File: config.mk
export PLATFORM = sky130hd
export DESIGN_NAME = block_transposition_decoder
export DESIGN_NICKNAME = d
export VERILOG_FILES = /design/src/btd_pkg.sv /design/src/btd_datapath.sv /design/src/btd_ctrl.sv /design/src/block_transposition_decoder.sv
export SDC_FILE = /design/constraint.sdc
export NUM_CORES = 1
export LEC_CHECK = 0
export ABC_AREA = 1
export BUFFER_PORTS_ARGS = -buffer_cell sky130_fd_sc_hd__clkbuf_2
export CAP_MARGIN = 40
export CORE_ASPECT_RATIO = 0.5
export CORE_MARGIN = 8
export CORE_UTILIZATION = 35
export CTS_CLUSTER_SIZE = 28
export DETAILED_ROUTE_END_ITERATION = 8
export HOLD_SLACK_MARGIN = 0.06
export PLACE_DENSITY = 0.59
export SLEW_MARGIN = 20
export SYNTH_ARGS = -nofsm -noshare
export SYNTH_HDL_FRONTEND = slang
export SYNTH_SLANG_ARGS = --single-unit
File: constraint.sdc
create_clock -name i_clk -period 3.5 [get_ports i_clk]
set_clock_uncertainty 0.2 [all_clocks]
set_input_delay 0 -clock i_clk [delete_from_list [all_inputs] [get_ports i_clk]]
set_output_delay 0 -clock i_clk [all_outputs]
set_load 0.03 [all_outputs]
File: src/btd_pkg.sv
// package for the block transposition decoder
// holds widths, register indexes and the controller/datapath interface types
// no dependencies
`default_nettype none

package btd_pkg;

    // block geometry
    localparam int MAX_BLOCK = 16;
    localparam int ADDR_W    = $clog2(MAX_BLOCK);
    localparam int SIZE_W    = $clog2(MAX_BLOCK + 1);
    localparam int NIB_W     = 4;
    localparam int BYTE_W    = 8;

    // configuration port
    localparam int CFG_IDX_W  = 2;
    localparam int CFG_DATA_W = 64;
    localparam int BSIZE_W    = 5;
    localparam int KEY_W      = 64;

    localparam logic [BSIZE_W-1:0] BSIZE_RESET = BSIZE_W'(16);
    localparam logic [KEY_W-1:0]   KEY_RESET   = 64'hFEDC_BA98_7654_3210;

    typedef enum logic [CFG_IDX_W-1:0] {
        CFG_BLOCK_SIZE = 2'd0,
        CFG_KEY_ORDER  = 2'd1
    } t_cfg_idx;

    // commands from the controller to the datapath
    typedef struct packed {
        logic accept;    // input item taken this cycle
        logic start;     // load the pending mask for a full block
        logic emit;      // move the chosen byte into the output register
        logic rank_inc;  // no byte left at the current rank
    } t_cmd;

    // status from the datapath to the controller
    typedef struct packed {
        logic block_full;     // the byte at the fill position completes a block
        logic pending_empty;  // nothing left to emit for this block
        logic cand_any;       // some pending byte has the current rank
        logic emit_last;      // the chosen byte is the last one of the block
        logic out_free;       // output register can take a byte this cycle
    } t_status;

    // clamp the block size register to 1..MAX_BLOCK
    function automatic logic [SIZE_W-1:0] eff_size(input logic [BSIZE_W-1:0] bsize);
        logic [SIZE_W-1:0] s;
        if (bsize == '0) begin
            s = SIZE_W'(1);
        end else if (BSIZE_W'(bsize) > BSIZE_W'(MAX_BLOCK)) begin
            s = SIZE_W'(MAX_BLOCK);
        end else begin
            s = SIZE_W'(bsize);
        end
        return s;
    endfunction

endpackage

`default_nettype wire

File: src/btd_datapath.sv
// datapath of the block transposition decoder
// block store, fill counter, config registers, rank scan and output register
// depends on btd_pkg
`default_nettype none

module btd_datapath (
    input  wire                          i_clk,
    input  wire                          i_rst_n,
    // config write
    input  wire                          i_cfg_we,
    input  wire  [btd_pkg::CFG_IDX_W-1:0]  i_cfg_index,
    input  wire  [btd_pkg::CFG_DATA_W-1:0] i_cfg_data,
    // input payload
    input  wire  [btd_pkg::BYTE_W-1:0]   i_cipher_byte,
    // control
    input  btd_pkg::t_cmd                i_cmd,
    output btd_pkg::t_status             o_status,
    // output side
    input  wire                          i_out_ready,
    output logic                         o_out_valid,
    output logic [btd_pkg::BYTE_W-1:0]   o_plain_byte,
    output logic                         o_block_last
);
    import btd_pkg::*;

    logic [BYTE_W-1:0]    r_store [MAX_BLOCK];
    logic [ADDR_W-1:0]    r_fill;
    logic [BSIZE_W-1:0]   r_bsize;
    logic [KEY_W-1:0]     r_key;
    logic [MAX_BLOCK-1:0] r_pending;
    logic [NIB_W-1:0]     r_rank;
    logic                 r_out_valid;
    logic [BYTE_W-1:0]    r_plain;
    logic                 r_last;

    logic [SIZE_W-1:0]    size;
    logic [SIZE_W-1:0]    pos_next;
    logic [MAX_BLOCK-1:0] valid_mask;
    logic [MAX_BLOCK-1:0] cand;
    logic [MAX_BLOCK-1:0] pick_oh;
    logic [ADDR_W-1:0]    pick_idx;
    logic                 out_free;

    assign size     = eff_size(r_bsize);
    assign pos_next = SIZE_W'(r_fill) + SIZE_W'(1);

    // positions that take part in a block: inside the size, rank inside the size
    always_comb begin
        for (int z = 0; z < MAX_BLOCK; z++) begin
            valid_mask[z] = (SIZE_W'(z) < size)
                         && (SIZE_W'(r_key[NIB_W*z +: NIB_W]) < size);
            cand[z]       = r_pending[z] && (r_key[NIB_W*z +: NIB_W] == r_rank);
        end
    end

    // lowest pending position at the current rank
    assign pick_oh = cand & (~cand + MAX_BLOCK'(1));
    always_comb begin
        pick_idx = '0;
        for (int z = MAX_BLOCK - 1; z >= 0; z--) begin
            if (cand[z]) begin
                pick_idx = ADDR_W'(z);
            end
        end
    end

    assign out_free = !r_out_valid || i_out_ready;

    always_comb begin
        o_status.block_full    = (pos_next >= size);
        o_status.pending_empty = (r_pending == '0);
        o_status.cand_any      = (cand != '0);
        o_status.emit_last     = ((r_pending & ~pick_oh) == '0);
        o_status.out_free      = out_free;
    end

    // config registers
    always_ff @(posedge i_clk) begin
        if (!i_rst_n) begin
            r_bsize <= BSIZE_RESET;
            r_key   <= KEY_RESET;
        end else if (i_cfg_we) begin
            unique case (t_cfg_idx'(i_cfg_index))
                CFG_BLOCK_SIZE: r_bsize <= i_cfg_data[BSIZE_W-1:0];
                CFG_KEY_ORDER:  r_key   <= i_cfg_data[KEY_W-1:0];
                default: ;
            endcase
        end
    end

    // block store, written at the fill position
    always_ff @(posedge i_clk) begin
        if (i_cmd.accept) begin
            r_store[r_fill] <= i_cipher_byte;
        end
    end

    // fill counter
    always_ff @(posedge i_clk) begin
        if (!i_rst_n) begin
            r_fill <= '0;
        end else if (i_cmd.accept) begin
            r_fill <= o_status.block_full ? '0 : pos_next[ADDR_W-1:0];
        end
    end

    // rank scan state
    always_ff @(posedge i_clk) begin
        if (!i_rst_n) begin
            r_pending <= '0;
            r_rank    <= '0;
        end else if (i_cmd.start) begin
            r_pending <= valid_mask;
            r_rank    <= '0;
        end else if (i_cmd.emit) begin
            r_pending <= r_pending & ~pick_oh;
        end else if (i_cmd.rank_inc) begin
            r_rank <= r_rank + NIB_W'(1);
        end
    end

    // output register
    always_ff @(posedge i_clk) begin
        if (!i_rst_n) begin
            r_out_valid <= 1'b0;
        end else if (i_cmd.emit) begin
            r_out_valid <= 1'b1;
        end else if (i_out_ready) begin
            r_out_valid <= 1'b0;
        end
    end

    always_ff @(posedge i_clk) begin
        if (i_cmd.emit) begin
            r_plain <= r_store[pick_idx];
            r_last  <= o_status.emit_last;
        end
    end

    assign o_out_valid  = r_out_valid;
    assign o_plain_byte = r_plain;
    assign o_block_last = r_last;

endmodule

`default_nettype wire

File: src/btd_ctrl.sv
// controller of the block transposition decoder
// fill / scan state machine driving the datapath commands
// depends on btd_pkg
`default_nettype none

module btd_ctrl (
    input  wire               i_clk,
    input  wire               i_rst_n,
    input  wire               i_in_valid,
    output logic              o_in_ready,
    input  btd_pkg::t_status  i_status,
    output btd_pkg::t_cmd     o_cmd
);
    import btd_pkg::*;

    typedef enum logic [1:0] {
        ST_FILL = 2'b01,
        ST_SCAN = 2'b10
    } t_state;

    t_state r_state;
    t_state n_state;

    assign o_in_ready = (r_state == ST_FILL);

    // next state and commands
    always_comb begin
        n_state        = r_state;
        o_cmd.accept   = 1'b0;
        o_cmd.start    = 1'b0;
        o_cmd.emit     = 1'b0;
        o_cmd.rank_inc = 1'b0;
        unique case (r_state)
            ST_FILL: begin
                if (i_in_valid) begin
                    o_cmd.accept = 1'b1;
                    if (i_status.block_full) begin
                        o_cmd.start = 1'b1;
                        n_state     = ST_SCAN;
                    end
                end
            end
            ST_SCAN: begin
                priority if (i_status.pending_empty) begin
                    n_state = ST_FILL;
                end else if (i_status.cand_any) begin
                    if (i_status.out_free) begin
                        o_cmd.emit = 1'b1;
                        if (i_status.emit_last) begin
                            n_state = ST_FILL;
                        end
                    end
                end else begin
                    o_cmd.rank_inc = 1'b1;
                end
            end
            default: n_state = ST_FILL;
        endcase
    end

    always_ff @(posedge i_clk) begin
        if (!i_rst_n) begin
            r_state <= ST_FILL;
        end else begin
            r_state <= n_state;
        end
    end

endmodule

`default_nettype wire

File: src/block_transposition_decoder.sv
// top level of the block transposition decoder
// instantiates btd_ctrl and btd_datapath; depends on btd_pkg
//
// usage:
//   input channel (i_in_valid / o_in_ready / i_cipher_byte) takes ciphertext
//   one byte per item. once block_size bytes are in, the block is sent on the
//   output channel (o_out_valid / i_out_ready / o_plain_byte / o_block_last)
//   in key order; o_block_last marks the final byte of the block. positions
//   whose key rank is at or above the size are dropped.
//   config channel (i_cfg_valid / o_cfg_ready / i_cfg_index / i_cfg_data):
//   index 0 is block_size (1..16, 0 acts as 1), index 1 is key_order; write
//   only while the block is idle. o_cfg_ready is always high.
// timing:
//   bytes of a block are taken one per cycle. after the completing byte the
//   input is held off while the rank scan runs, which emits the bytes in
//   rank order and steps over each empty rank before the last filled rank;
//   with nothing to emit it goes back to filling. the first byte reaches
//   the output register after any empty ranks before its own rank.
//   the scan walks ranks with one priority pick over the 16 positions a
//   cycle while the output is free.
// reset: synchronous, active low; clears the fill count, the output valid flag
//   and restores block_size = 16 and the identity key.
// stall: a stalled output holds its byte and stops the scan at the next byte;
//   the last byte of a block may wait in the output register while the next
//   block fills.
`default_nettype none

module block_transposition_decoder (
    input  wire                             i_clk,
    input  wire                             i_rst_n,
    // input channel
    input  wire                             i_in_valid,
    output logic                            o_in_ready,
    input  wire  [btd_pkg::BYTE_W-1:0]      i_cipher_byte,
    // output channel
    output logic                            o_out_valid,
    input  wire                             i_out_ready,
    output logic [btd_pkg::BYTE_W-1:0]      o_plain_byte,
    output logic                            o_block_last,
    // config channel
    input  wire                             i_cfg_valid,
    output logic                            o_cfg_ready,
    input  wire  [btd_pkg::CFG_IDX_W-1:0]   i_cfg_index,
    input  wire  [btd_pkg::CFG_DATA_W-1:0]  i_cfg_data
);
    import btd_pkg::*;

    t_cmd    cmd;
    t_status status;

    assign o_cfg_ready = 1'b1;

    // control
    btd_ctrl u_ctrl (
        .i_clk      (i_clk),
        .i_rst_n    (i_rst_n),
        .i_in_valid (i_in_valid),
        .o_in_ready (o_in_ready),
        .i_status   (status),
        .o_cmd      (cmd)
    );

    // datapath
    btd_datapath u_dp (
        .i_clk         (i_clk),
        .i_rst_n       (i_rst_n),
        .i_cfg_we      (i_cfg_valid),
        .i_cfg_index   (i_cfg_index),
        .i_cfg_data    (i_cfg_data),
        .i_cipher_byte (i_cipher_byte),
        .i_cmd         (cmd),
        .o_status      (status),
        .i_out_ready   (i_out_ready),
        .o_out_valid   (o_out_valid),
        .o_plain_byte  (o_plain_byte),
        .o_block_last  (o_block_last)
    );

endmodule

`default_nettype wire

# Word-level counts from Yosys, hierarchy flattened
# Memory sizes are Yosys's and may differ from the RTL's. A register that Yosys moved wholly into a read port is not among the register bits.
# Cells that the tools add are included.
# W data, S select, Z words.
dict set report word_totals {
  reg_bits 97
  mem_bits_rw 128
  in_bits 79
  output_inout_bits 12
  word_cells 162
  mem_count 1
}
dict set report classes {
  addsub 3
  order_cmp 34
  eq_ne 24
  mux 40
  n_bitwise 6
  reduce_logical 46
}
# memory depth width rd rd_ports_with_merged_regs write_ports line_no
set memory_table {}
lappend memory_table {u_dp.r_store 16 8 1 1 1 btd_datapath.sv:26} ;# logic [BYTE_W-1:0] r_store [MAX_BLOCK];
# op count
set op_table {}
lappend op_table {{$lt A4 B5 Y1} 16}
lappend op_table {{$mux W4} 17}
lappend op_table {{$eq A4 B4 Y1} 16}
lappend op_table {{$lt A4 B5 Y1 const A} 8}
lappend op_table {{$and A16 B16 Y16} 2}
lappend op_table {{$logic_and A1 B1 Y1} 32}
lappend op_table {{$logic_not A16 Y1} 2}
lappend op_table {{$mux W16} 2}
lappend op_table {{$not A16 Y16} 2}
lappend op_table {{$lt A3 B5 Y1 const A} 4}
lappend op_table {{$mux W2} 10}
lappend op_table {{$add A16 B1 Y16 const B} 1}
lappend op_table {{$reduce_bool A16 Y1} 1}
lappend op_table {{$lt A1 B5 Y1 const A} 2}
lappend op_table {{$lt A2 B5 Y1 const A} 2}
lappend op_table {{$mux W5} 2}
lappend op_table {{$mux W1} 8}
lappend op_table {{$ne A3 B3 Y1 const B} 2}
lappend op_table {{$reduce_and A2 Y1} 3}
lappend op_table {{$add A4 B1 Y5 const B} 1}
lappend op_table {{$ge A5 B5 Y1} 1}
lappend op_table {{$gt A5 B5 Y1 const B} 1}
lappend op_table {{$logic_not A5 Y1} 1}
lappend op_table {{$reduce_and A5 Y1} 1}
lappend op_table {{13 further kinds} 16}

# Depth between registers and ports, before layout
dict set report logic_depth {
  depth_word 18
  ltp_mapped 23
  ltp_nobuf 22
}

# Cells and area by module
# A second synthesis with hierarchy kept.
dict set report unflattened {
  cells_unflattened 1431
  hier_area_um2 12346.8
}
# module instances cells_per_inst area_each_um2 seq_area_each_um2
set by_module_without_submodules {}
lappend by_module_without_submodules {btd_datapath 1 1404 12182.9 5995.8}
lappend by_module_without_submodules {btd_ctrl 1 25 152.6 40.0}
lappend by_module_without_submodules {block_transposition_decoder 1 2 11.3 0.0}

# Worst setup path after synthesis
# OpenSTA, ideal clock, no wires.
dict set report synth_timing {
  kind {register -> register}
  start {register u_dp.r_bsize[1]}
  end {register u_dp.r_pending[7]}
  setup_ns 0.079
  t_arrival_ns 2.814
  required_ns 3.221
  slack_ns 0.407
  stages_incl_launch_ff 17
  n_path_buf 0
  synth_period_minus_slack_ns 3.093
  cell_sequence {dfxtp_1 -> nor2_1 -> nand2_1 -> a21oi_1 -> inv_1 -> ha_1 -> nand2_1 -> o21a_1 -> nand3_1 -> nand2_1 -> nor2_2 -> clkinv_1 -> nor2_1 -> inv_1 -> o22ai_1 -> nor2_1 -> a211oi_2}
}
dict set report synth_via {
  elab_chain_len 8
  elab_cells_between_ends 13
  classes_between {order compare: 4; mux: 6; reduce/logical: 3}
}
# item line_no
set synth_lines {}
lappend synth_lines {{start: declaration} btd_datapath.sv:28} ;# logic [BSIZE_W-1:0] r_bsize;
lappend synth_lines {{start signal: assignment} btd_datapath.sv:84} ;# CFG_BLOCK_SIZE: r_bsize <= i_cfg_data[BSIZE_W-1:0];
lappend synth_lines {{$gt A5 B5 Y1} btd_pkg.sv:51} ;# end else if (BSIZE_W'(bsize) > BSIZE_W'(MAX_BLOCK)) begin
lappend synth_lines {{$mux W5} btd_pkg.sv:51}
lappend synth_lines {{$mux W5 *} btd_pkg.sv:49} ;# if (bsize == '0) begin
lappend synth_lines {{$ge A5 B5 Y1} btd_datapath.sv:70} ;# o_status.block_full = (pos_next >= size);
lappend synth_lines {{$mux W1} btd_ctrl.sv:37} ;# if (i_status.block_full) begin
lappend synth_lines {{$mux W2} btd_ctrl.sv:35} ;# if (i_in_valid) begin
lappend synth_lines {{$mux W2} btd_ctrl.sv:33} ;# unique case (r_state)
lappend synth_lines {{$mux W16 or $reduce_bool A2 Y1 (tied branches)} --}
lappend synth_lines {{end signal: assignment} btd_datapath.sv:113} ;# r_pending <= valid_mask;
lappend synth_lines {{end signal: assignment} btd_datapath.sv:116} ;# r_pending <= r_pending & ~pick_oh;
lappend synth_lines {{end: declaration} btd_datapath.sv:30} ;# logic [MAX_BLOCK-1:0] r_pending;
# Mark *: on every way between the ends. The rest lies on a longest branch, timed or not.
# A chain may end at the register's enable or synchronous reset.

# Worst setup path after layout
dict set report layout_timing {
  start {register u_dp.r_rank[1]}
  end {register u_dp.r_plain[2], in the netlist u_dp.o_plain_byte[2], read port of u_dp.r_store, data pin}
}
dict set report layout_via {
  elab_chain_len 18
  elab_cells_between_ends 52
  classes_between {eq/ne: 16; mux: 19; reduce/logical: 17}
}
# item line_no
set layout_lines {}
lappend layout_lines {{start: declaration} btd_datapath.sv:31} ;# logic [NIB_W-1:0] r_rank;
lappend layout_lines {{start signal: assignment} btd_datapath.sv:118} ;# r_rank <= r_rank + NIB_W'(1);
lappend layout_lines {{$eq A4 B4 Y1} btd_datapath.sv:52} ;# cand[z] = r_pending[z] && (r_key[NIB_W*z +: NIB_W] == r_rank);
lappend layout_lines {{$logic_and A1 B1 Y1} btd_datapath.sv:52}
lappend layout_lines {{$mux W4 (16 in series)} btd_datapath.sv:61} ;# if (cand[z]) begin
lappend layout_lines {{end: declaration} btd_datapath.sv:33} ;# logic [BYTE_W-1:0] r_plain;
# Parallel ways exist; a longest one is shown, timed or not.

==> out/metrics.cfg <==
[yosys]
yosysWarnings = 0
syn_area_per_cell_um2 = 8.57
synthArstFlopShare_pct = 0
seq_area_frac_synth_pct = 48.5
synth_edf_count = 137
synth_area_mm2 = 0.0124
synth-seq-cells = 233
yosysTopAreaCell = edfxtp_1
ys_types = 53
dominantRegCellSynth = edfxtp_1
syn_nets = 1586
syn-instance-count = 1452
yosysTopAreaCellShare_pct = 33.0
synth_area_leaders = edfxtp_1 (33%), dfxtp_1 (15%), nand2_1 (8.5%)

[setup_path]
r2r-start = u_dp.r_rank[1]$_SDFFE_PP0P_
slowest_delay_ns = 0.36
cp_data_arrival_time_ns = 3.28
crit_fanout = 37
start_kind = flop
cpMaxStageDelayCell = nand2_4
worst_setup_path_end_kind = flop
cp_common_cell = nand2_1
r2r_end = u_dp.o_plain_byte[2]$_DFFE_PP_
r2r_cells = 20
crit_required_ns = 3.60
crit_chain = inv_2, buf_4, nand2_1, o21ai_0, a21oi_1, nand3_1, nand2_1, nand2_1, nand2_1, nand2_1, nand2_1, nand2_1, nand2_2, nand2_4, buf_4, nand2_1, nand3_1, nand3_1, nand3_1, nand2_1
crit_type = reg2reg
regToRegSetupSlack_ns = 0.32

[final_layout]
fin_cells = 2265
fin_nets = 1906
fillers = 3239
area_delta_synth_final_pct = 32.7
layout-drive-gt1-share_pct = 13.6

[sta]
slew_headroom_pct = 51.9
tightestPinTransition_ns = 0.719
fin_setup_tns_ns = 0
finalSetupViolations = 0
post-route-period-util_pct = 91.0
rsz0062_at_grt = no
fin_crit_ns = 3.18
hold_violations = 0
clock.fmax_mhz = 314
drv_slew = 0

[global_route]
gr-usage-all-layers_pct = 18.4
grt_pass1_vias = 11300
grt_start_max_net_pins = 67
overflow = 0
grt_pass1_wl_um = 62300
antenna_found_initial = 2

[routing]
postRouteWirelength_um = 38600
drt-initial-drc-count = 913
drc = 0
vias = 11200
drt_pass1_iterations = 5
wl_per_cell_um = 17.1
vias_per_cell = 4.95
ant_nets = 0

[power_and_ir_drop]
clkPwrFrac_pct = 35.9
switching_power_w = 0.00206
comb_power_share_pct = 19.1
p_int_w = 0.00516
pwr-share-seq_pct = 45.0
peakVddDrop_mv = 0.320
leakage_nw = 7.07
powerDensity_mw_per_mm2 = 437
switching_share_pct = 28.5

[min_path]
worstHoldEndpoint = u_dp.r_bsize[2]$_SDFFE_PN0P_
hold_start = i_cfg_data[2]
min_path_cells = 4
hold_class = in2reg

[clocking]
clock_latency_ns = 0.55
cts_made_buffers = 23
htreeDepth = 1
cts_buffer_depth = 3
cts.sinks = 233
root_buffer = clkbuf_16
cts_setup_buffers = 0
path_clk_slew_ns = 0.07
cts_tree = built

[placed_design]
gp_congestion = 0.886
io_buffers = 89
hpwl_um = 25000
dpl.cell_count = 1999

[die]
die_area_mm2 = 0.0422
std_cell_rows = 48
die_x_um = 283
start_util_pct = 35.8
ios = 91
die_h_um = 149
coreArea_mm2 = 0.0348

[outcome]
status = finished, final reports clean

[flow_run]
maxCapViolations = 0

[power by group through the flow]
stage	Combinational [W]	Clock, W	Sequential [W]
3_3_place_gp	0.00117	0	0.00330
4_1_cts	0.00137	0.00263	0.00324
3_5_place_dp	0.00119	0	0.00330
2_1_floorplan	0.000807	0	0.00326
5_1_grt	0.00156	0.00274	0.00327
6_report	0.00138	0.00259	0.00325
[sequential cells by signal, summed over array words and instances, names as in the netlist]
name / flops
u_dp.r_fill: 4
u_dp.r_pending: 16
u_dp.o_block_last: 1
u_dp.r_store: 128
u_ctrl.r_state: 2
u_dp.r_key: 64
u_dp.o_plain_byte: 8
u_dp.o_out_valid: 1
u_dp.r_rank: 4
u_dp.r_bsize: 5
[synth_stat cells (6+ instances only)]
master and number:
buf_2 20, inv_1 183, buf_6 9, ha_1 55, buf_4 7, xnor2_1 11
o21ai_1 8, nor2_2 8, a21oi_1 66, o21bai_1 6, xor2_1 9, inv_2 13
nand4_1 7, nor4_1 8, edfxtp_1 137, dfxtp_1 96, o22ai_1 10, nand3_2 24
o211ai_1 21, clkbuf_1 26, nand2_1 281, o21a_1 12, a31oi_1 12, nor2_1 112
o21ai_0 77, nand3_1 169, nand3b_1 16
[cell usage in the layout (no fill, tap or decap), types with 9 or more instances in the layout]
master / instances
nand2_1: 280
dlygate4sd3_1: 222
inv_1: 183
nand3_1: 169
edfxtp_1: 137
nor2_1: 111
dfxtp_1: 96
clkbuf_2: 89
o21ai_0: 77
a21oi_1: 66
ha_1: 55
buf_4: 45
nand3_2: 24
clkbuf_16: 23
o211ai_1: 21
nand3b_1: 16
inv_2: 14
a31oi_1: 12
o21a_1: 12
xnor2_1: 11
o22ai_1: 10
xor2_1: 9
[logic make-up (layout without fill, tap and decap cells)]
kind of cell / count (synthesis) / count (layout) / synth area share [%]
AND/OR/NAND/NOR: 648 / 648 / 24.3
AO/OA/AOI/OAI: 231 / 231 / 11.0
adder cells (fa/ha/maj): 55 / 55 / 5.53
flip-flops: 233 / 233 / 48.5
XOR/XNOR: 20 / 20 / 1.41
buffers and inverters: 264 / 600 / 9.27
other: 1 / 3 / 0.0301
[cell type report]
class	count	area, um2	area share, %
Clock buffer	30	622	3.76
Timing Repair Buffer	361	3110	18.8
Inverter	198	747	4.52
Sequential cell	233	6040	36.5
Clock inverter	11	146	0.886
Antenna cell	2	5.00	0.0303
Multi-Input combinational cell	955	5270	31.9
Tap cell	475	594	3.60
[timing repair]
item / 4_1_cts / 5_1_grt
resized for setup: 0 / 1
hold endpoints to repair: 248 / 0
endpoints found under the setup margin: 0 / 2
hold buffers: 222 / 0
[routing by layer]
| layer | routed length, um | vias up | track usage [%] |
|---|---|---|---|
| met1 | 17400 | 5260 | 24.3 |
| met3 | 1980 | 92 | 2.73 |
| li1 | - | 5515 | - |
| met5 | 0 | - | 0 |
| met4 | 1320 | 0 | 7.07 |
| met2 | 18000 | 340 | 30.2 |
[per-stage QoR]
step	hold WS (ns)	total power [W]	util, %	worst slack (ns)	instance area [um2]
final	0.124	0.00722	47.5	0.316	16500
after global routing	0.152	0.00757	47.5	0.0118	16500
after CTS	0.108	0.00724	47.5	0.264	16500
after detailed placement	0.0169	0.00449	38.9	0.288	13500
after global placement	0.0120	0.00447	38.7	0.392	13500
after floorplan	-0.101	0.00407	-	0.407	12400
[worst max path at each step]
stage	startpoint	to	slack (ns)	depth (start not counted)
floorplan	u_dp.r_bsize[1]$_SDFFE_PN0P_	u_dp.r_pending[7]$_SDFFE_PN0P_	0.41	16
global placement	u_dp.r_bsize[0]$_SDFFE_PN0P_	u_dp.r_pending[10]$_SDFFE_PN0P_	0.39	16
detailed placement	u_dp.r_bsize[0]$_SDFFE_PN0P_	u_dp.r_pending[10]$_SDFFE_PN0P_	0.29	16
CTS	u_dp.r_bsize[0]$_SDFFE_PN0P_	u_dp.r_pending[10]$_SDFFE_PN0P_	0.26	16
global route	u_dp.r_bsize[0]$_SDFFE_PN0P_	u_dp.r_pending[10]$_SDFFE_PN0P_	0.01	16
finish	u_dp.r_rank[1]$_SDFFE_PP0P_	u_dp.o_plain_byte[2]$_DFFE_PP_	0.32	20
[worst max-delay path, delay by kind of cell (launching register included)]
| family | cells | cell delay [ns] |
|---|---|---|
| AOI/OAI and AO/OA | 2 | 0.13 |
| buffers and inverters | 3 | 0.68 |
| DFF | 1 | 0.34 |
| and+or+nand+nor | 15 | 1.58 |
(Power assumes the default switching activity.)
